`config.mk`:
```
export PLATFORM = sky130hd
export DESIGN_NAME = absolute_binary_block_framer_top_flat
export DESIGN_NICKNAME = d
export VERILOG_FILES = /design/src/hw/rtl/abbf_pkg.sv /design/src/hw/rtl/abbf_in_if.sv /design/src/hw/rtl/abbf_out_if.sv /design/src/hw/rtl/absolute_binary_block_framer_top.sv /design/src/hw/rtl/abbf_alu.sv /design/src/hw/rtl/abbf_buf.sv /design/src/flat_wrapper.sv
export SDC_FILE = /design/constraint.sdc
export NUM_CORES = 1
export LEC_CHECK = 0
export BUFFER_PORTS_ARGS = -buffer_cell sky130_fd_sc_hd__buf_2
export CAP_MARGIN = 20
export CORE_AREA = 5 5 284 286
export CTS_CLUSTER_DIAMETER = 60
export DETAILED_ROUTE_END_ITERATION = 6
export DIE_AREA = 0 0 289 291
export SETUP_SLACK_MARGIN = 0.05
export SLEW_MARGIN = 20
export SYNTH_ARGS = -nofsm -noshare
export SYNTH_HDL_FRONTEND = slang
export SYNTH_HIERARCHICAL = 1
export SYNTH_SLANG_ARGS = --single-unit
```
`constraint.sdc`:
```
create_clock -name clk -period 11 [get_ports clk]
set_input_delay 1.1 -clock clk [delete_from_list [all_inputs] [get_ports clk]]
set_output_delay 1.1 -clock clk [all_outputs]
set_load 0.05 [all_outputs]
```
`src/hw/rtl/abbf_pkg.sv`:
```
// ============================================================================
// abbf_pkg - shared definitions for the absolute binary block framer
// Field widths, command and status codes, header layout and ALU opcodes.
// ============================================================================
`default_nettype none

package abbf_pkg;

  localparam int WORD_W = 16;
  localparam int BYTE_W = 8;
  localparam int CMD_W  = 2;

  // Default largest block, in data words
  localparam int MAX_BLOCK_WORDS = 16;

  // Commands
  localparam logic [CMD_W-1:0] CMD_DATA  = 2'd0;
  localparam logic [CMD_W-1:0] CMD_START = 2'd1;
  localparam logic [CMD_W-1:0] CMD_END   = 2'd2;

  // Result status
  localparam logic STATUS_OK    = 1'b0;
  localparam logic STATUS_ORDER = 1'b1;

  // Header: four zero bytes, count word, address word, checksum word
  localparam int HDR_BYTES  = 10;
  localparam int LEAD_ZEROS = 4;
  localparam int HIDX_W     = $clog2(HDR_BYTES);
  localparam logic [HIDX_W-1:0] HDR_LAST = HIDX_W'(HDR_BYTES - 1);

  // Shared arithmetic unit operations
  typedef enum logic [1:0] {
    ALU_ADD,
    ALU_INC,
    ALU_NEG
  } alu_op_t;

endpackage

`default_nettype wire

```
`src/hw/rtl/abbf_in_if.sv`:
```
// ============================================================================
// abbf_in_if - input item channel
// Valid/ready channel carrying one command, address and data word.
// ============================================================================
`default_nettype none

interface abbf_in_if;
  logic                          valid;
  logic                          ready;
  logic [abbf_pkg::CMD_W-1:0]    cmd;
  logic [abbf_pkg::WORD_W-1:0]   address;
  logic [abbf_pkg::WORD_W-1:0]   data;

  modport source (output valid, output cmd, output address, output data, input ready);
  modport sink   (input valid, input cmd, input address, input data, output ready);
endinterface

`default_nettype wire

```
`src/hw/rtl/abbf_out_if.sv`:
```
// ============================================================================
// abbf_out_if - output byte channel
// Valid/ready channel carrying one stream byte with its last and status flags.
// ============================================================================
`default_nettype none

interface abbf_out_if;
  logic                          valid;
  logic                          ready;
  logic [abbf_pkg::BYTE_W-1:0]   out_byte;
  logic                          last;
  logic                          status;

  modport source (output valid, output out_byte, output last, output status, input ready);
  modport sink   (input valid, input out_byte, input last, input status, output ready);
endinterface

`default_nettype wire

```
`src/hw/rtl/absolute_binary_block_framer_top.sv`:
```
// ============================================================================
// absolute_binary_block_framer_top - absolute binary tape block framer
// Groups ascending address/data entries into framed blocks and streams bytes.
// ============================================================================
// Takes one item at a time and is not ready until all its bytes have gone
// into the output register. A data entry that only joins the pending block
// passes through accept, decide and append. Each data block that is written
// out first works out its checksum on the shared adder in S_SUM0 to S_SUM3
// (a start block from S_SUM1), then loads its bytes into the output
// register: 10 header bytes and 2 bytes per buffered word. An address not
// above the last appended one gives one error byte (status set) and leaves
// the state untouched. An end command writes out the pending block, for
// command 1 adds a start block, and clears the framer. Bytes wait in a
// single output register; while the sink stalls with a byte held there the
// sequencer holds in its byte states.
// ============================================================================
`default_nettype none

module absolute_binary_block_framer_top #(
  parameter int MAX_BLOCK_WORDS = abbf_pkg::MAX_BLOCK_WORDS
) (
  input  logic            clk,
  input  logic            rst,
  abbf_in_if.sink         in_ch,
  abbf_out_if.source      out_ch
);
  import abbf_pkg::*;

  // Buffer index and word count widths
  localparam int IW = (MAX_BLOCK_WORDS > 1) ? $clog2(MAX_BLOCK_WORDS) : 1;
  localparam int CW = $clog2(MAX_BLOCK_WORDS + 1);

  // Sequencer states
  localparam logic [3:0] S_IDLE   = 4'd0;
  localparam logic [3:0] S_DEC    = 4'd1;
  localparam logic [3:0] S_SUM0   = 4'd2;
  localparam logic [3:0] S_SUM1   = 4'd3;
  localparam logic [3:0] S_SUM2   = 4'd4;
  localparam logic [3:0] S_SUM3   = 4'd5;
  localparam logic [3:0] S_HDR    = 4'd6;
  localparam logic [3:0] S_DATA   = 4'd7;
  localparam logic [3:0] S_APPEND = 4'd8;
  localparam logic [3:0] S_ERR    = 4'd9;

  // Segment being written out
  localparam logic [1:0] SEG_F1    = 2'd0;  // pending block before the entry
  localparam logic [1:0] SEG_F2    = 2'd1;  // block filled by the entry
  localparam logic [1:0] SEG_START = 2'd2;  // start block of an end command

  logic [3:0]        state;
  logic [1:0]        seg;
  logic              more;     // another segment follows the first flush
  logic              f2;       // entry fills the buffer after appending

  // Latched item
  logic [CMD_W-1:0]  cmd_q;
  logic [WORD_W-1:0] addr_q;
  logic [WORD_W-1:0] data_q;

  // Framing state
  logic [CW-1:0]     count;
  logic [WORD_W-1:0] blk_addr;
  logic [WORD_W-1:0] blk_sum;
  logic [WORD_W-1:0] prev_addr;
  logic              have_prev;

  // Header work registers
  logic [WORD_W-1:0] hcw;      // count word
  logic [WORD_W-1:0] acc;      // running sum, then checksum
  logic [HIDX_W-1:0] hidx;
  logic [IW-1:0]     widx;
  logic [IW-1:0]     widx_next;
  logic              bsel;

  // Output register
  logic              out_valid;
  logic [BYTE_W-1:0] out_byte_q;
  logic              out_last_q;
  logic              out_status_q;

  // Shared adder
  alu_op_t           alu_op;
  logic [WORD_W-1:0] alu_a;
  logic [WORD_W-1:0] alu_b;
  logic [WORD_W-1:0] alu_y;

  // Buffer ports
  logic              wr_en;
  logic [WORD_W-1:0] rd_data;

  logic              accept;
  logic              out_free;
  logic              order_bad;
  logic              flush1;
  logic              f2_calc;
  logic [CW-1:0]     base_count;
  logic              word_end;
  logic [WORD_W-1:0] haddr;
  logic [WORD_W-1:0] hsum;
  logic [BYTE_W-1:0] hdr_byte;
  logic              emit;
  logic [BYTE_W-1:0] emit_byte;
  logic              emit_last;
  logic              emit_status;

  assign accept   = in_ch.valid && in_ch.ready;
  assign out_free = !out_valid || out_ch.ready;

  assign in_ch.ready     = (state == S_IDLE);
  assign out_ch.valid    = out_valid;
  assign out_ch.out_byte = out_byte_q;
  assign out_ch.last     = out_last_q;
  assign out_ch.status   = out_status_q;

  // Header operands: a start block carries the command address and no data
  assign haddr = (seg == SEG_START) ? addr_q : blk_addr;
  assign hsum  = (seg == SEG_START) ? '0 : blk_sum;

  // Decision terms, valid in S_DEC where the adder gives previous + 1
  assign order_bad  = have_prev && (addr_q <= prev_addr);
  assign flush1     = (count != '0) && (addr_q != alu_y);
  assign base_count = flush1 ? '0 : count;
  assign f2_calc    = (base_count >= CW'(MAX_BLOCK_WORDS - 1));

  assign word_end = (CW'(widx) == (count - CW'(1)));

  // Operand select for the shared adder
  always_comb begin
    alu_op = ALU_ADD;
    alu_a  = '0;
    alu_b  = '0;
    unique case (state)
      S_DEC: begin
        alu_op = ALU_INC;
        alu_a  = prev_addr;
      end
      S_SUM0: begin
        alu_op = ALU_NEG;
        alu_a  = WORD_W'(count);
      end
      S_SUM1: begin
        alu_a = hcw;
        alu_b = haddr;
      end
      S_SUM2: begin
        alu_a = acc;
        alu_b = hsum;
      end
      S_SUM3: begin
        alu_op = ALU_NEG;
        alu_a  = acc;
      end
      S_APPEND: begin
        alu_a = blk_sum;
        alu_b = data_q;
      end
      default: begin
        alu_op = ALU_ADD;
      end
    endcase
  end

  abbf_alu u_alu (
    .op (alu_op),
    .a  (alu_a),
    .b  (alu_b),
    .y  (alu_y)
  );

  // Header byte select
  always_comb begin
    if (hidx < HIDX_W'(LEAD_ZEROS)) begin
      hdr_byte = '0;
    end else begin
      unique case (hidx)
        HIDX_W'(4): hdr_byte = hcw[7:0];
        HIDX_W'(5): hdr_byte = hcw[15:8];
        HIDX_W'(6): hdr_byte = haddr[7:0];
        HIDX_W'(7): hdr_byte = haddr[15:8];
        HIDX_W'(8): hdr_byte = acc[7:0];
        HIDX_W'(9): hdr_byte = acc[15:8];
        default:    hdr_byte = '0;
      endcase
    end
  end

  // Byte to load into the output register this cycle
  always_comb begin
    emit        = 1'b0;
    emit_byte   = '0;
    emit_last   = 1'b0;
    emit_status = STATUS_OK;
    unique case (state)
      S_HDR: begin
        emit      = out_free;
        emit_byte = hdr_byte;
        emit_last = (seg == SEG_START) && (hidx == HDR_LAST);
      end
      S_DATA: begin
        emit      = out_free;
        emit_byte = bsel ? rd_data[15:8] : rd_data[7:0];
        emit_last = bsel && word_end && ((seg == SEG_F2) || !more);
      end
      S_ERR: begin
        emit        = out_free;
        emit_last   = 1'b1;
        emit_status = STATUS_ORDER;
      end
      default: begin
        emit = 1'b0;
      end
    endcase
  end

  // Buffer read address uses the next index, so the registered word is ready on entry
  always_comb begin
    widx_next = widx;
    if (state == S_HDR) begin
      widx_next = '0;
    end else if ((state == S_DATA) && out_free && bsel && !word_end) begin
      widx_next = IW'(widx + 1'b1);
    end
  end

  assign wr_en = (state == S_APPEND);

  abbf_buf #(
    .DEPTH (MAX_BLOCK_WORDS),
    .IW    (IW)
  ) u_buf (
    .clk     (clk),
    .wr_en   (wr_en),
    .wr_addr (count[IW-1:0]),
    .wr_data (data_q),
    .rd_addr (widx_next),
    .rd_data (rd_data)
  );

  always_ff @(posedge clk) begin
    widx <= widx_next;
    if (accept) begin
      cmd_q  <= in_ch.cmd;
      addr_q <= in_ch.address;
      data_q <= in_ch.data;
    end
    if (emit) begin
      out_byte_q   <= emit_byte;
      out_last_q   <= emit_last;
      out_status_q <= emit_status;
    end
  end

  // Sequencer and framing state
  always_ff @(posedge clk) begin
    if (rst) begin
      state     <= S_IDLE;
      seg       <= SEG_F1;
      more      <= 1'b0;
      f2        <= 1'b0;
      hidx      <= '0;
      bsel      <= 1'b0;
      count     <= '0;
      blk_addr  <= '0;
      blk_sum   <= '0;
      prev_addr <= '0;
      have_prev <= 1'b0;
      out_valid <= 1'b0;
    end else begin
      if (emit) begin
        out_valid <= 1'b1;
      end else if (out_ch.ready) begin
        out_valid <= 1'b0;
      end

      unique case (state)
        S_IDLE: begin
          if (accept) begin
            state <= S_DEC;
          end
        end

        S_DEC: begin
          if (cmd_q == CMD_DATA) begin
            if (order_bad) begin
              state <= S_ERR;
            end else begin
              f2    <= f2_calc;
              more  <= f2_calc;
              if (flush1) begin
                seg   <= SEG_F1;
                state <= S_SUM0;
              end else begin
                state <= S_APPEND;
              end
            end
          end else if ((cmd_q == CMD_START) || (cmd_q == CMD_END)) begin
            more <= (cmd_q == CMD_START);
            if (count != '0) begin
              seg   <= SEG_F1;
              state <= S_SUM0;
            end else if (cmd_q == CMD_START) begin
              seg   <= SEG_START;
              hcw   <= WORD_W'(1);
              state <= S_SUM1;
            end else begin
              // nothing pending: clear and finish silently
              blk_addr  <= '0;
              prev_addr <= '0;
              have_prev <= 1'b0;
              blk_sum   <= '0;
              state     <= S_IDLE;
            end
          end else begin
            // unused command: drop
            state <= S_IDLE;
          end
        end

        S_SUM0: begin
          hcw   <= alu_y;
          state <= S_SUM1;
        end

        S_SUM1: begin
          acc   <= alu_y;
          state <= S_SUM2;
        end

        S_SUM2: begin
          acc   <= alu_y;
          state <= S_SUM3;
        end

        S_SUM3: begin
          acc   <= alu_y;
          hidx  <= '0;
          state <= S_HDR;
        end

        S_HDR: begin
          if (out_free) begin
            if (hidx == HDR_LAST) begin
              if (seg == SEG_START) begin
                count     <= '0;
                blk_addr  <= '0;
                blk_sum   <= '0;
                prev_addr <= '0;
                have_prev <= 1'b0;
                state     <= S_IDLE;
              end else begin
                bsel  <= 1'b0;
                state <= S_DATA;
              end
            end else begin
              hidx <= HIDX_W'(hidx + 1'b1);
            end
          end
        end

        S_DATA: begin
          if (out_free) begin
            if (!bsel) begin
              bsel <= 1'b1;
            end else begin
              bsel <= 1'b0;
              if (word_end) begin
                // block written out: empty the buffer
                count   <= '0;
                blk_sum <= '0;
                if (seg == SEG_F2) begin
                  state <= S_IDLE;
                end else if (cmd_q == CMD_DATA) begin
                  state <= S_APPEND;
                end else if (cmd_q == CMD_START) begin
                  seg   <= SEG_START;
                  hcw   <= WORD_W'(1);
                  state <= S_SUM1;
                end else begin
                  blk_addr  <= '0;
                  prev_addr <= '0;
                  have_prev <= 1'b0;
                  state     <= S_IDLE;
                end
              end
            end
          end
        end

        S_APPEND: begin
          count     <= CW'(count + 1'b1);
          blk_sum   <= alu_y;
          prev_addr <= addr_q;
          have_prev <= 1'b1;
          if (count == '0) begin
            blk_addr <= addr_q;
          end
          if (f2) begin
            seg   <= SEG_F2;
            state <= S_SUM0;
          end else begin
            state <= S_IDLE;
          end
        end

        S_ERR: begin
          if (out_free) begin
            state <= S_IDLE;
          end
        end

        default: begin
          state <= S_IDLE;
        end
      endcase
    end
  end

  // The buffer never holds more words than a block allows
  a_count_bound: assert property (@(posedge clk) disable iff (rst)
    count <= CW'(MAX_BLOCK_WORDS))
    else $error("block word count above maximum");

  // An accepted item always goes to the decision step next
  a_accept_dec: assert property (@(posedge clk) disable iff (rst)
    accept |=> (state == S_DEC) && !in_ch.ready)
    else $error("accepted item not decided");

  // Word reads stay within the buffered words
  a_widx_bound: assert property (@(posedge clk) disable iff (rst)
    (state == S_DATA) |-> (CW'(widx) < count))
    else $error("buffer read beyond pending words");

  // An error result is always the only and last result of its item
  a_err_last: assert property (@(posedge clk) disable iff (rst)
    (out_valid && out_status_q) |-> (out_last_q && (out_byte_q == '0)))
    else $error("error result without last flag");

endmodule

`default_nettype wire

```
`src/hw/rtl/abbf_alu.sv`:
```
// ============================================================================
// abbf_alu - shared 16-bit arithmetic unit
// Add, increment or negate; reused by the sequencer for every sum.
// ============================================================================
`default_nettype none

module abbf_alu (
  input  abbf_pkg::alu_op_t            op,
  input  logic [abbf_pkg::WORD_W-1:0]  a,
  input  logic [abbf_pkg::WORD_W-1:0]  b,
  output logic [abbf_pkg::WORD_W-1:0]  y
);
  import abbf_pkg::*;

  always_comb begin
    unique case (op)
      ALU_ADD: y = a + b;
      ALU_INC: y = a + WORD_W'(1);
      ALU_NEG: y = ~a + WORD_W'(1);
      default: y = a;
    endcase
  end

endmodule

`default_nettype wire

```
`src/hw/rtl/abbf_buf.sv`:
```
// ============================================================================
// abbf_buf - block word buffer
// One write port, one registered read port.
// ============================================================================
`default_nettype none

module abbf_buf #(
  parameter int DEPTH = abbf_pkg::MAX_BLOCK_WORDS,
  parameter int IW    = (DEPTH > 1) ? $clog2(DEPTH) : 1
) (
  input  logic                         clk,
  input  logic                         wr_en,
  input  logic [IW-1:0]                wr_addr,
  input  logic [abbf_pkg::WORD_W-1:0]  wr_data,
  input  logic [IW-1:0]                rd_addr,
  output logic [abbf_pkg::WORD_W-1:0]  rd_data
);
  import abbf_pkg::*;

  logic [WORD_W-1:0] mem [DEPTH];

  always_ff @(posedge clk) begin
    if (wr_en) begin
      mem[wr_addr] <= wr_data;
    end
    rd_data <= mem[rd_addr];
  end

endmodule

`default_nettype wire
```
`src/flat_wrapper.sv`:
```
// flat-port wrapper written by rule: the top's interface ports become plain ports
module absolute_binary_block_framer_top_flat import abbf_pkg::*;
#(
  parameter int MAX_BLOCK_WORDS = abbf_pkg::MAX_BLOCK_WORDS
)
  (clk, rst, in_ch_valid, in_ch_cmd, in_ch_address, in_ch_data, in_ch_ready, out_ch_valid, out_ch_out_byte, out_ch_last, out_ch_status, out_ch_ready);
  abbf_in_if in_ch_i ();
  abbf_out_if out_ch_i ();
  input  logic clk;
  input  logic rst;
  input wire logic [$bits(in_ch_i.valid)-1:0] in_ch_valid;
  input wire logic [$bits(in_ch_i.cmd)-1:0] in_ch_cmd;
  input wire logic [$bits(in_ch_i.address)-1:0] in_ch_address;
  input wire logic [$bits(in_ch_i.data)-1:0] in_ch_data;
  output wire logic [$bits(in_ch_i.ready)-1:0] in_ch_ready;
  output wire logic [$bits(out_ch_i.valid)-1:0] out_ch_valid;
  output wire logic [$bits(out_ch_i.out_byte)-1:0] out_ch_out_byte;
  output wire logic [$bits(out_ch_i.last)-1:0] out_ch_last;
  output wire logic [$bits(out_ch_i.status)-1:0] out_ch_status;
  input wire logic [$bits(out_ch_i.ready)-1:0] out_ch_ready;
  assign in_ch_i.valid = in_ch_valid;
  assign in_ch_i.cmd = in_ch_cmd;
  assign in_ch_i.address = in_ch_address;
  assign in_ch_i.data = in_ch_data;
  assign in_ch_ready = in_ch_i.ready;
  assign out_ch_valid = out_ch_i.valid;
  assign out_ch_out_byte = out_ch_i.out_byte;
  assign out_ch_last = out_ch_i.last;
  assign out_ch_status = out_ch_i.status;
  assign out_ch_i.ready = out_ch_ready;
  absolute_binary_block_framer_top #(.MAX_BLOCK_WORDS(MAX_BLOCK_WORDS)) u_core (.clk(clk), .rst(rst), .in_ch(in_ch_i), .out_ch(out_ch_i));
endmodule
```
==> results by group, run 1 <==
Outcome
  • Status: finished with violations
  • Failing checks: DRC

GRT
  • First-pass GRT wire length: 83,400 um
  • GRT overflow: 0
  • Overall Global Routing Usage: 13.0%
  • Initial antenna violation count: 0
  • Vias in the first global route: 12,700
  • Pin count of the biggest net entering global routing: 66

Yosys
  • Yosys warning total: 6
  • EDFF count, synth: 332
  • Post-synthesis sequential area ratio: 61.0%
  • Complex-gate fraction of the synthesized area: 12.5%
  • Syn_nets: 1,514
  • Unique masters post-synth: 86
  • Xor and xnor area share after synthesis: 1.95%
  • Mux cell area share after synthesis: 9.45%
  • Simple-gate area share of the yosys netlist: 9.18%
  • Adder-cell share of the synthesized area: 2.97%
  • Synth Register Bits: 420
  • Async SR Flop Fraction: 0%
  • Cell count after synthesis: 1,431
  • Synth Flop Type: edfxtp_1
  • Largest family of logic cells by synthesized area: compound AO/OA/AOI/OAI gates
  • Post-Syn Area: 0.0192 mm2
  • Mapped Avg Cell Area: 13.4 um2

Floorplan
  • Die ar.: 0.0841 mm2
  • Starting Density: 24.6%
  • Die H: 291 um
  • Num rows: 103
  • Die W: 289 um
  • Core area: 0.0781 mm2
  • # IOs: 50

STA
  • Rel. slew slack: 22.8%
  • Setup TNS Final: 0 ps
  • Final setup violating endpoints: 0
  • Setup WS post-layout: 4430 ps
  • Slew Viols, Final: 0
  • RSZ-0062 raised after global routing: false
  • Fmax: 152 MHz
  • Worst slew pin tran: 1160 ps
  • Final hold vios: 0
  • Period utilisation layout: 59.8%
  • Worst Skew: 28.5 ps
  • Tmin final: 6570 ps

CTS
  • Clk_lat worst skew: 580 ps
  • Clock Path Buffers: 3
  • Clk sinks: 420
  • Clock-pin slew on the worst setup and hold paths: 60 ps
  • Clk root buf: clkbuf_16
  • Hold buffers post-CTS: 0
  • Post-CTS Setup Inserts: 0
  • CTS tree: done
  • H-Tree Depth: 2
  • Num CTS Buffers: 45
  • Post-CTS sizing: 0

Worst setup path
  • Worst-path maximum fanout: 65
  • R2r endpoint: u_core/seg[0]
  • Crit path capture type: flip-flop
  • Critical register-to-register path startpoint: u_core/state[2]
  • R2r setup slk: 4430 ps
  • Critical Path End: u_core/seg[0]
  • Worst setup SP type: flip-flop
  • Setup CP Type: flip-flop to flip-flop
  • Reg2Reg Depth: 23
  • WP data arrival: 7050 ps
  • Worst path required time: 11,470 ps
  • CP Launch Point: u_core/state[2]

Finish
  • Fill cell count: 7,960
  • Fin cells: 2,567
  • # diodes: 0
  • Post-Layout Inst Area: 0.0221 mm2
  • Share of layout cells above drive strength 1: 16.2%
  • Multi-input logic area: 0.00701 mm2
  • Nets: 1,565
  • Syn-to-layout area delta: 14.7%
  • Register area: 0.0117 mm2

Power and ir drop
  • P_sw: 0.868 mW
  • Internal power: 2.63 mW
  • Seq pwr share: 52.4%
  • Gate power share: 7.4%
  • Clk pwr share: 40.2%
  • VDD IR-drop max: 98.5 uV
  • Tot Pwr: 3.50 mW
  • Leakage: 7.10 nW
  • PwrDens: 158 mW/mm2
  • Sw Ratio: 24.8%

Detailed routing
  • Vias/cell: 5.03
  • Vias: 12,900
  • Pre-antenna DRT Iters: 7
  • Final ANT Viol Nets: 0
  • WL/cell: 21.8 um
  • Post-route DRC violation count: 1
  • Final WL: 56,100 um
  • Drt initial violations: 1,692

Place
  • GP Congestion: 0.930
  • DP Worst Slack: 4410 ps
  • Number of port buffers: 49
  • Dpl cells: 2,485
  • DP HPWL: 38,000 um
  • Post-DP Area: 0.0207 mm2

Min path
  • Hold path depth: 2
  • Type of the worst min-delay path: flip-flop to flip-flop

Job
  • Max Cap Viol: 0
Yosys cell counts, types with 13 or more instances:
master | instances | area (um2)
edfxtp_1 | 332 | 9970
nand2_1 | 107 | 402
a22oi_1 | 89 | 668
dfxtp_1 | 88 | 1760
nor2_1 | 82 | 308
o21ai_0 | 75 | 375
a21oi_1 | 63 | 315
mux4_2 | 54 | 1220
ha_1 | 44 | 551
inv_1 | 42 | 158
clkbuf_1 | 37 | 139
nand3_1 | 34 | 170
xor2_1 | 29 | 254
mux2i_1 | 27 | 270
nor3_1 | 25 | 125
and3_1 | 19 | 119
a22o_1 | 18 | 158
o22ai_1 | 16 | 100
a222oi_1 | 13 | 130
kinds of logic after synthesis:
kind of cell | count (synthesis)
fa+ha+maj | 45
buf+inv | 122
simple gates | 353
compound gates | 353
flops | 420
mux | 96
xor+xnor | 42
cell type report:
class,count,share of cell area (%)
Clock buffer,57,5.35
Clock inverter,25,0.760
Inverter,44,0.749
Multi-Input combinational cell,889,31.8
Sequential cell,420,53.2
Tap cell,1050,5.96
Timing Repair Buffer,82,2.23
how the worst min path moves through the flow:
| stage | to | from |
|---|---|---|
| floorplan | u_core/blk_addr[0] | u_core/blk_addr[0] |
| global placement | u_core/blk_addr[3] | u_core/blk_addr[3] |
| detailed placement | u_core/blk_addr[3] | u_core/blk_addr[3] |
| CTS | u_core/blk_addr[3] | u_core/blk_addr[3] |
| global route | u_core/blk_addr[6] | u_core/blk_addr[6] |
| finish | u_core/blk_addr[0] | u_core/blk_addr[0] |
layout by cell type (no fill, tap or decap), drive strengths merged, types with 6 or more instances in the layout:
cell / synthesis / final
a222oi: 13 / 13
mux4: 64 / 64
buf: 41 / 82
nand3: 35 / 35
xor2: 29 / 29
o22ai: 17 / 17
dfxtp: 88 / 88
nor3: 26 / 26
a22oi: 89 / 89
xnor2: 13 / 13
mux2i: 28 / 28
a211oi: 10 / 10
a31oi: 8 / 8
nand4: 11 / 11
ha: 44 / 44
nand2b: 12 / 12
o21a: 6 / 6
nand3b: 7 / 7
clkinv: 1 / 20
a22o: 18 / 18
nor4: 8 / 8
o21ai: 76 / 76
clkbuf: 37 / 57
and3: 19 / 19
a21oi: 64 / 64
inv: 43 / 47
nand2: 107 / 107
a21o: 10 / 10
nor2: 84 / 84
nor2b: 12 / 12
edfxtp: 332 / 332
sequential cells by signal (all words and copies together), names as in the netlist:
| register | cells |
|---|---|
| u_core/acc | 16 |
| u_core/addr_q | 16 |
| u_core/blk_addr | 16 |
| u_core/blk_sum | 16 |
| u_core/bsel | 1 |
| u_core/cmd_q | 2 |
| u_core/count | 5 |
| u_core/data_q | 16 |
| u_core/f2 | 1 |
| u_core/have_prev | 1 |
| u_core/hcw | 16 |
| u_core/hidx | 4 |
| u_core/more | 1 |
| u_core/out_ch.last | 1 |
| u_core/out_ch.out_byte | 8 |
| u_core/out_ch.status | 1 |
| u_core/out_ch.valid | 1 |
| u_core/prev_addr | 16 |
| u_core/seg | 2 |
| u_core/state | 4 |
| u_core/u_buf/mem | 256 |
| u_core/u_buf/rd_data | 16 |
| u_core/widx | 4 |
stage by stage:
stage | hold slack [ps] | util [%]
after floorplan | 436 | -
after global placement | 443 | 26.5
after detailed placement | 448 | 26.5
after CTS | 457 | 28.2
after global routing | 471 | 28.2
final | 457 | 28.2
routing by layer:
metal | GRT usage, % | share of wire (%) | up-vias
li1 | - | - | 5716
met1 | 18.9 | 45 | 6523
met2 | 19.7 | 45 | 581
met3 | 2.57 | 8.1 | 88
met4 | 3.69 | 2.7 | 0
met5 | 0 | 0 | -
critical path: stages, from the launching register on:
cell	delay, ps
dfxtp_1	430
nor2_1	210
nand3b_1	260
inv_2	310
buf_4	650
a22oi_1	190
nand3_1	320
ha_1	270
inv_1	60
fa_1	400
nor2b_1	130
o21a_1	160
o21ai_0	130
a2111oi_0	630
o32a_1	250
xor2_1	70
a221o_1	410
xor2_1	170
nor4_1	360
nand4_1	290
nand2_1	240
nor3_1	130
o21ai_0	150
nor4b_1	240
power groups by stage:
stage | registers (mW) | clock network, mW | logic (mW)
after global routing | 1.84 | 1.51 | 0.281
final | 1.83 | 1.41 | 0.259
after global placement | 1.86 | 0 | 0.253
after floorplan | 1.83 | 0 | 0.181
after detailed placement | 1.86 | 0 | 0.254
after CTS | 1.83 | 1.44 | 0.256
(Power assumes the default switching activity.)
==> inputs of run 2 (changes only) <==
==> constraint.sdc (replaced) <==
create_clock -name clk -period 6.1 [get_ports clk]
set_input_delay 0.61 -clock clk [delete_from_list [all_inputs] [get_ports clk]]
set_output_delay 0.61 -clock clk [all_outputs]
set_load 0.05 [all_outputs]
==> results by group, run 2 (synthesis results as in run 1) <==
CTS
  • Clk sinks: 420
  • Clock-pin slew on the worst setup and hold paths: 60 ps
  • Clk_lat worst skew: 590 ps
  • Clock Path Buffers: 3
  • Num CTS Buffers: 47
  • Clk root buf: clkbuf_16
  • H-Tree Depth: 2
  • CTS tree: done

GRT
  • Initial antenna violation count: 1
  • Vias in the first global route: 12,600
  • GRT overflow: 0
  • First-pass GRT wire length: 81,800 um
  • Overall Global Routing Usage: 12.7%
  • Pin count of the biggest net entering global routing: 61

Finish
  • Max reg flops: 256
  • Commonest non-fill, non-tap cell in the layout: edfxtp_1
  • Nets: 1,581
  • # diodes: 0
  • Most flops, register: u_core/u_buf/mem
  • Fill cell count: 7,903
  • Most frequent cells in the layout: 332 x edfxtp_1, 106 x nand2_1, 89 x a22oi_1
  • Post-layout util: 28.9%
  • Syn-to-layout area delta: 17.2%
  • Share of layout cells above drive strength 1: 18.0%
  • Register area: 0.0117 mm2
  • Multi-input logic area: 0.00701 mm2

Job
  • Max Cap Viol: 0

Place
  • DP HPWL: 37,300 um
  • Number of port buffers: 49
  • GP Congestion: 0.941

Floorplan
  • Starting Density: 24.6%
  • Core area: 0.0781 mm2
  • Die W: 289 um
  • Num rows: 103
  • Die H: 291 um
  • # IOs: 50
  • Die ar.: 0.0841 mm2

Min path
  • Hold path depth: 1
  • Type of the worst min-delay path: primary input to flip-flop
  • HP Start: in_ch_address[9]
  • Worst Hold End: u_core/addr_q[9]

Worst setup path
  • Worst setup SP type: flip-flop
  • CP max stage delay: 670 ps
  • R2r setup slk: 400 ps
  • Setup CP Type: flip-flop to flip-flop
  • Critical register-to-register path startpoint: u_core/state[3]
  • CP max-delay cell: or4b_4
  • Worst-path maximum fanout: 24
  • WP data arrival: 6180 ps
  • Reg2Reg Depth: 19
  • Worst path required time: 6580 ps
  • R2r endpoint: u_core/seg[0]
  • Crit path capture type: flip-flop
  • Cell Chain, Critical Path: or4b_4, inv_4, a22oi_1, nand3_1, ha_1, a211oi_1, o21bai_1, a21oi_1, o32ai_1, a211oi_1, a21oi_1, nand4b_1, xor2_1, nor4_1, nand4_1, nand2_1, nor3_1, o21ai_0, nor4b_1

Detailed routing
  • WL/cell: 21.4 um
  • Vias: 13,000
  • Drt initial violations: 1,708
  • Pre-antenna DRT Iters: 7
  • Final WL: 55,500 um
  • Vias/cell: 5.04
  • Final ANT Viol Nets: 0
  • Post-route DRC violation count: 8

Power and ir drop
  • Leakage: 7.35 nW
  • VDD IR-drop max: 228 uV
  • PwrDens: 304 mW/mm2

STA
  • Fmax: 175 MHz
  • Period utilisation layout: 93.5%
  • Final setup violating endpoints: 0
  • Worst Skew: 15.7 ps
  • Rel. slew slack: 22.5%
  • Tmin final: 5700 ps
  • Worst slew pin tran: 1150 ps
  • Slew Viols, Final: 0
  • Setup TNS Final: 0 ps
  • RSZ-0062 raised after global routing: false
  • Final hold vios: 0

Outcome
  • Status: finished with violations
  • Failing checks: DRC
-- run 2: changes by cell type in the layout (fill, tap and decap cells not counted), moves of 2 or more --
cell and change:
buf_12 +2, buf_4 +12, bufinv_16 +9, clkbuf_1 -6, clkbuf_16 +3, clkbuf_8 +2, clkinv_1 -2, dfxtp_1 -2
dfxtp_2 +2, inv_8 -2
-- run 2: final cells by class --
type	count	share of cell area, %
multi-input cells	889	31.1
well taps	1050	5.83
repair buffers	96	2.76
inverters	44	0.744
clock buffers	56	5.60
flip-flops and latches	420	52.1
clock inverters	32	1.93
-- run 2: through the flow --
stage                     setup WS, ps  cells  area, um2  power, mW  hold WS, ps
after floorplan                   1440   1431      19200       3.62          436
after global placement             642   2499      20800       3.81          446
after detailed placement           514   2499      20800       3.82          448
after CTS                          514   2587      22500       6.90          165
after global routing              67.4   2587      22500       7.07          179
final                              399   2587      22500       6.86          198
-- run 2: timing repair --
action / CTS / global route
setup endpoints to repair: 0 / 4
hold buffers: 0 / 0
setup buffers: 0 / 0
endpoints found under the hold margin: 0 / 0
gates resized for setup: 0 / 5
-- run 2: critical path, delay by kind of cell (launching register included) --
kind | cells | cell delay (ps)
AOI/OAI and AO/OA | 8 | 1940
xor gates and xnor gates | 1 | 230
adders and majority gates | 1 | 300
buffers and inverters | 1 | 250
DFF | 1 | 410
and+or+nand+nor | 8 | 2450
-- run 2: per-layer routing --
metal  track usage, %  vias to the layer above  part of all wire, %
met2             19.8                      602                   45
met1             18.6                     6608                   45
met3             2.26                       68                  7.7
li1                 -                     5760                    -
met4             2.72                        2                  1.8
met5                0                        -                0.022
-- run 2: report_power, final --
| group | leakage [nW] | internal [mW] | switching, mW | total [mW] |
|---|---|---|---|---|
| registers | 3.72 | 3.18 | 0.118 | 3.30 |
| logic | 2.80 | 0.149 | 0.332 | 0.481 |
| clock network | 0.832 | 1.90 | 1.17 | 3.08 |
| total | 7.35 | 5.23 | 1.62 | 6.86 |
-- run 2: worst max-delay path by stage --
stage / from / end / slack [ps] / cells after the start
5_1_grt: u_core/state[1] / u_core/seg[0] / 70 / 21
3_5_place_dp: u_core/state[3] / u_core/seg[0] / 510 / 20
6_report: u_core/state[3] / u_core/seg[0] / 400 / 19
3_3_place_gp: u_core/state[3] / u_core/seg[0] / 640 / 21
4_1_cts: u_core/state[1] / u_core/seg[0] / 510 / 20
2_1_floorplan: u_core/state[3] / u_core/more / 1440 / 23
==> inputs of run 3 (changes only) <==
--- a/config.mk
+++ b/config.mk
@@ -5,12 +5,13 @@
 export SDC_FILE = /design/constraint.sdc
 export NUM_CORES = 1
 export LEC_CHECK = 0
+export ABC_AREA = 1
 export BUFFER_PORTS_ARGS = -buffer_cell sky130_fd_sc_hd__buf_2
 export CAP_MARGIN = 20
-export CORE_AREA = 5 5 284 286
+export CORE_AREA = 5 5 299 301
 export CTS_CLUSTER_DIAMETER = 60
 export DETAILED_ROUTE_END_ITERATION = 6
-export DIE_AREA = 0 0 289 291
+export DIE_AREA = 0 0 304 306
 export SETUP_SLACK_MARGIN = 0.05
 export SLEW_MARGIN = 20
 export SYNTH_ARGS = -nofsm -noshare
==> results by group, run 3 <==
Outcome
  • Status: finished, final reports clean

Place
  • GP Congestion: 0.977
  • DP HPWL: 44,700 um
  • Number of port buffers: 49
  • Post-DP Area: 0.0230 mm2
  • DP Worst Slack: 1280 ps

Detailed routing
  • Vias: 17,300
  • Final WL: 66,500 um
  • Post-route DRC violation count: 0
  • Vias/cell: 4.61
  • WL/cell: 17.7 um
  • Drt initial violations: 1,839
  • Final ANT Viol Nets: 0
  • Pre-antenna DRT Iters: 6

Worst setup path
  • Reg2Reg Depth: 31
  • Worst setup SP type: flip-flop
  • Worst-path maximum fanout: 18
  • CP max stage delay: 530 ps
  • CP max-delay cell: inv_1
  • Worst path required time: 6580 ps
  • Most used cell, CP: nand2_1
  • Crit path capture type: flip-flop
  • WP data arrival: 5490 ps
  • Setup CP Type: flip-flop to flip-flop

CTS
  • Post-CTS sizing: 0
  • Num CTS Buffers: 45
  • Clock-pin slew on the worst setup and hold paths: 60 ps
  • Hold buffers post-CTS: 0
  • Clk sinks: 420
  • CTS tree: done
  • Clk root buf: clkbuf_16
  • Post-CTS Setup Inserts: 0
  • Clock Path Buffers: 3
  • Clk_lat worst skew: 600 ps
  • H-Tree Depth: 2

Yosys
  • Async SR Flop Fraction: 0%
  • Post-synthesis sequential area ratio: 54.8%
  • Yosys warning total: 6
  • Post-Syn Area: 0.0214 mm2
  • Cell count after synthesis: 2,523
  • Synth Flop Type: edfxtp_1
  • Yosys top cell by area: edfxtp_1
  • Syn_nets: 2,606
  • EDFF count, synth: 332
  • Top-count cell post-synth: nand2_1
  • Top post-synthesis cells by area: edfxtp_1 47%, nand2_1 14%, dfxtp_1 8.2%, inv_1 6.9%, nand3_1 6.6%
  • Synth Register Bits: 420
  • Unique masters post-synth: 51
  • Mapped Avg Cell Area: 8.48 um2
  • Most frequent cells after synthesis: 770 x nand2_1, 395 x inv_1, 332 x edfxtp_1, 281 x nand3_1, 159 x nor2_1
  • Synth top area share: 46.6%

GRT
  • First-pass GRT wire length: 98,800 um
  • Overall Global Routing Usage: 13.7%
  • Met1 GRT Util: 20.0%
  • Initial antenna violation count: 0
  • Vias in the first global route: 15,900
  • Met2 Usage GRT: 20.4%
  • GR Util met3: 2.46%
  • Global route hottest layer: met2
  • Pin count of the biggest net entering global routing: 130
  • GRT overflow: 0

Finish
  • Fill cell count: 9,128
  • Post-layout util: 28.5%
  • Max reg flops: 256
  • Syn-to-layout area delta: 15.0%
  • Commonest non-fill, non-tap cell in the layout: nand2_1
  • Post-Layout Inst Area: 0.0246 mm2
  • Most frequent cells in the layout: 770 x nand2_1, 395 x inv_1, 332 x edfxtp_1
  • Most flops, register: u_core/u_buf/mem
  • Share of layout cells above drive strength 1: 8.82%
  • Nets: 2,642

Floorplan
  • Die W: 304 um
  • Num rows: 108
  • Die ar.: 0.0930 mm2
  • # IOs: 50
  • Starting Density: 24.8%
  • Core area: 0.0863 mm2
  • Die H: 306 um

STA
  • Tmin final: 5020 ps
  • Worst Skew: 30.3 ps
  • Final hold vios: 0
  • RSZ-0062 raised after global routing: false
  • Setup TNS Final: 0 ps
  • Fmax: 199 MHz
  • Setup WS post-layout: 1080 ps
  • Worst slew pin tran: 1150 ps
  • Rel. slew slack: 23.5%
  • Final setup violating endpoints: 0
  • Slew Viols, Final: 0
  • Period utilisation layout: 82.3%

Min path
  • Type of the worst min-delay path: primary input to flip-flop
  • Hold path depth: 1

Power and ir drop
  • PwrDens: 275 mW/mm2
  • VDD IR-drop max: 353 uV
  • Leakage: 10.2 nW

Job
  • Max Cap Viol: 0
## run 3: final timing paths
check / from / endpoint / slack (ps)
max: u_core/state[0] / u_core/seg[1] / 1080
min: in_ch_data[11] / u_core/data_q[11] / 190
max reg2reg: u_core/state[0] / u_core/seg[1] / 1080
min reg2reg: u_core/prev_addr[6] / u_core/prev_addr[6] / 460
## run 3: worst max-delay path: cells and delay by family (launching register included)
kind,cells,cell delay [ps]
fa+ha+maj,2,630
simple gates,21,2410
flops,1,360
buf+inv,5,1160
compound gates,3,340
## run 3: per-stage QoR
stage | hold slack [ps] | total power [mW] | instances
final | 189 | 6.77 | 3752
after global routing | 157 | 7.00 | 3751
after CTS | 152 | 6.82 | 3749
after detailed placement | 456 | 3.90 | 3665
after global placement | 450 | 3.90 | 3661
after floorplan | 437 | 3.67 | 2523
## run 3: final cells by class
class	instances	area, um2	area share, %
antenna	1	2.50	0.0102
clock buffer	57	1230	5.01
clock inverter	27	367	1.49
inverter	408	1540	6.27
multi-input combinational	1592	7680	31.2
sequential	420	11700	47.7
tap	1155	1450	5.87
timing repair buffer	92	619	2.52
## run 3: layer usage
metal | share of wire (%) | up-vias | routed length, um
met2 | 42 | 853 | 28000
met5 | 0 | - | 0
met3 | 9.6 | 128 | 6410
met1 | 45 | 8016 | 29800
li1 | - | 8308 | -
met4 | 3.4 | 0 | 2270
## run 3: logic make-up (layout without fill, tap and decap cells)
logic type	after synthesis	in the layout	synth area share [%]
simple gates	1270	1270	24.9
buf+inv	511	584	9.80
flops	420	420	54.8
compound gates	257	257	7.00
fa+ha+maj	45	45	2.67
xor+xnor	16	16	0.655
mux	4	4	0.187
other cells	0	1	0
## run 3: power breakdown
| part | total, mW | internal, mW | switching (mW) |
|---|---|---|---|
| clock | 2.91 | 1.74 | 1.17 |
| combinational | 0.566 | 0.149 | 0.417 |
| sequential | 3.29 | 3.20 | 0.0987 |
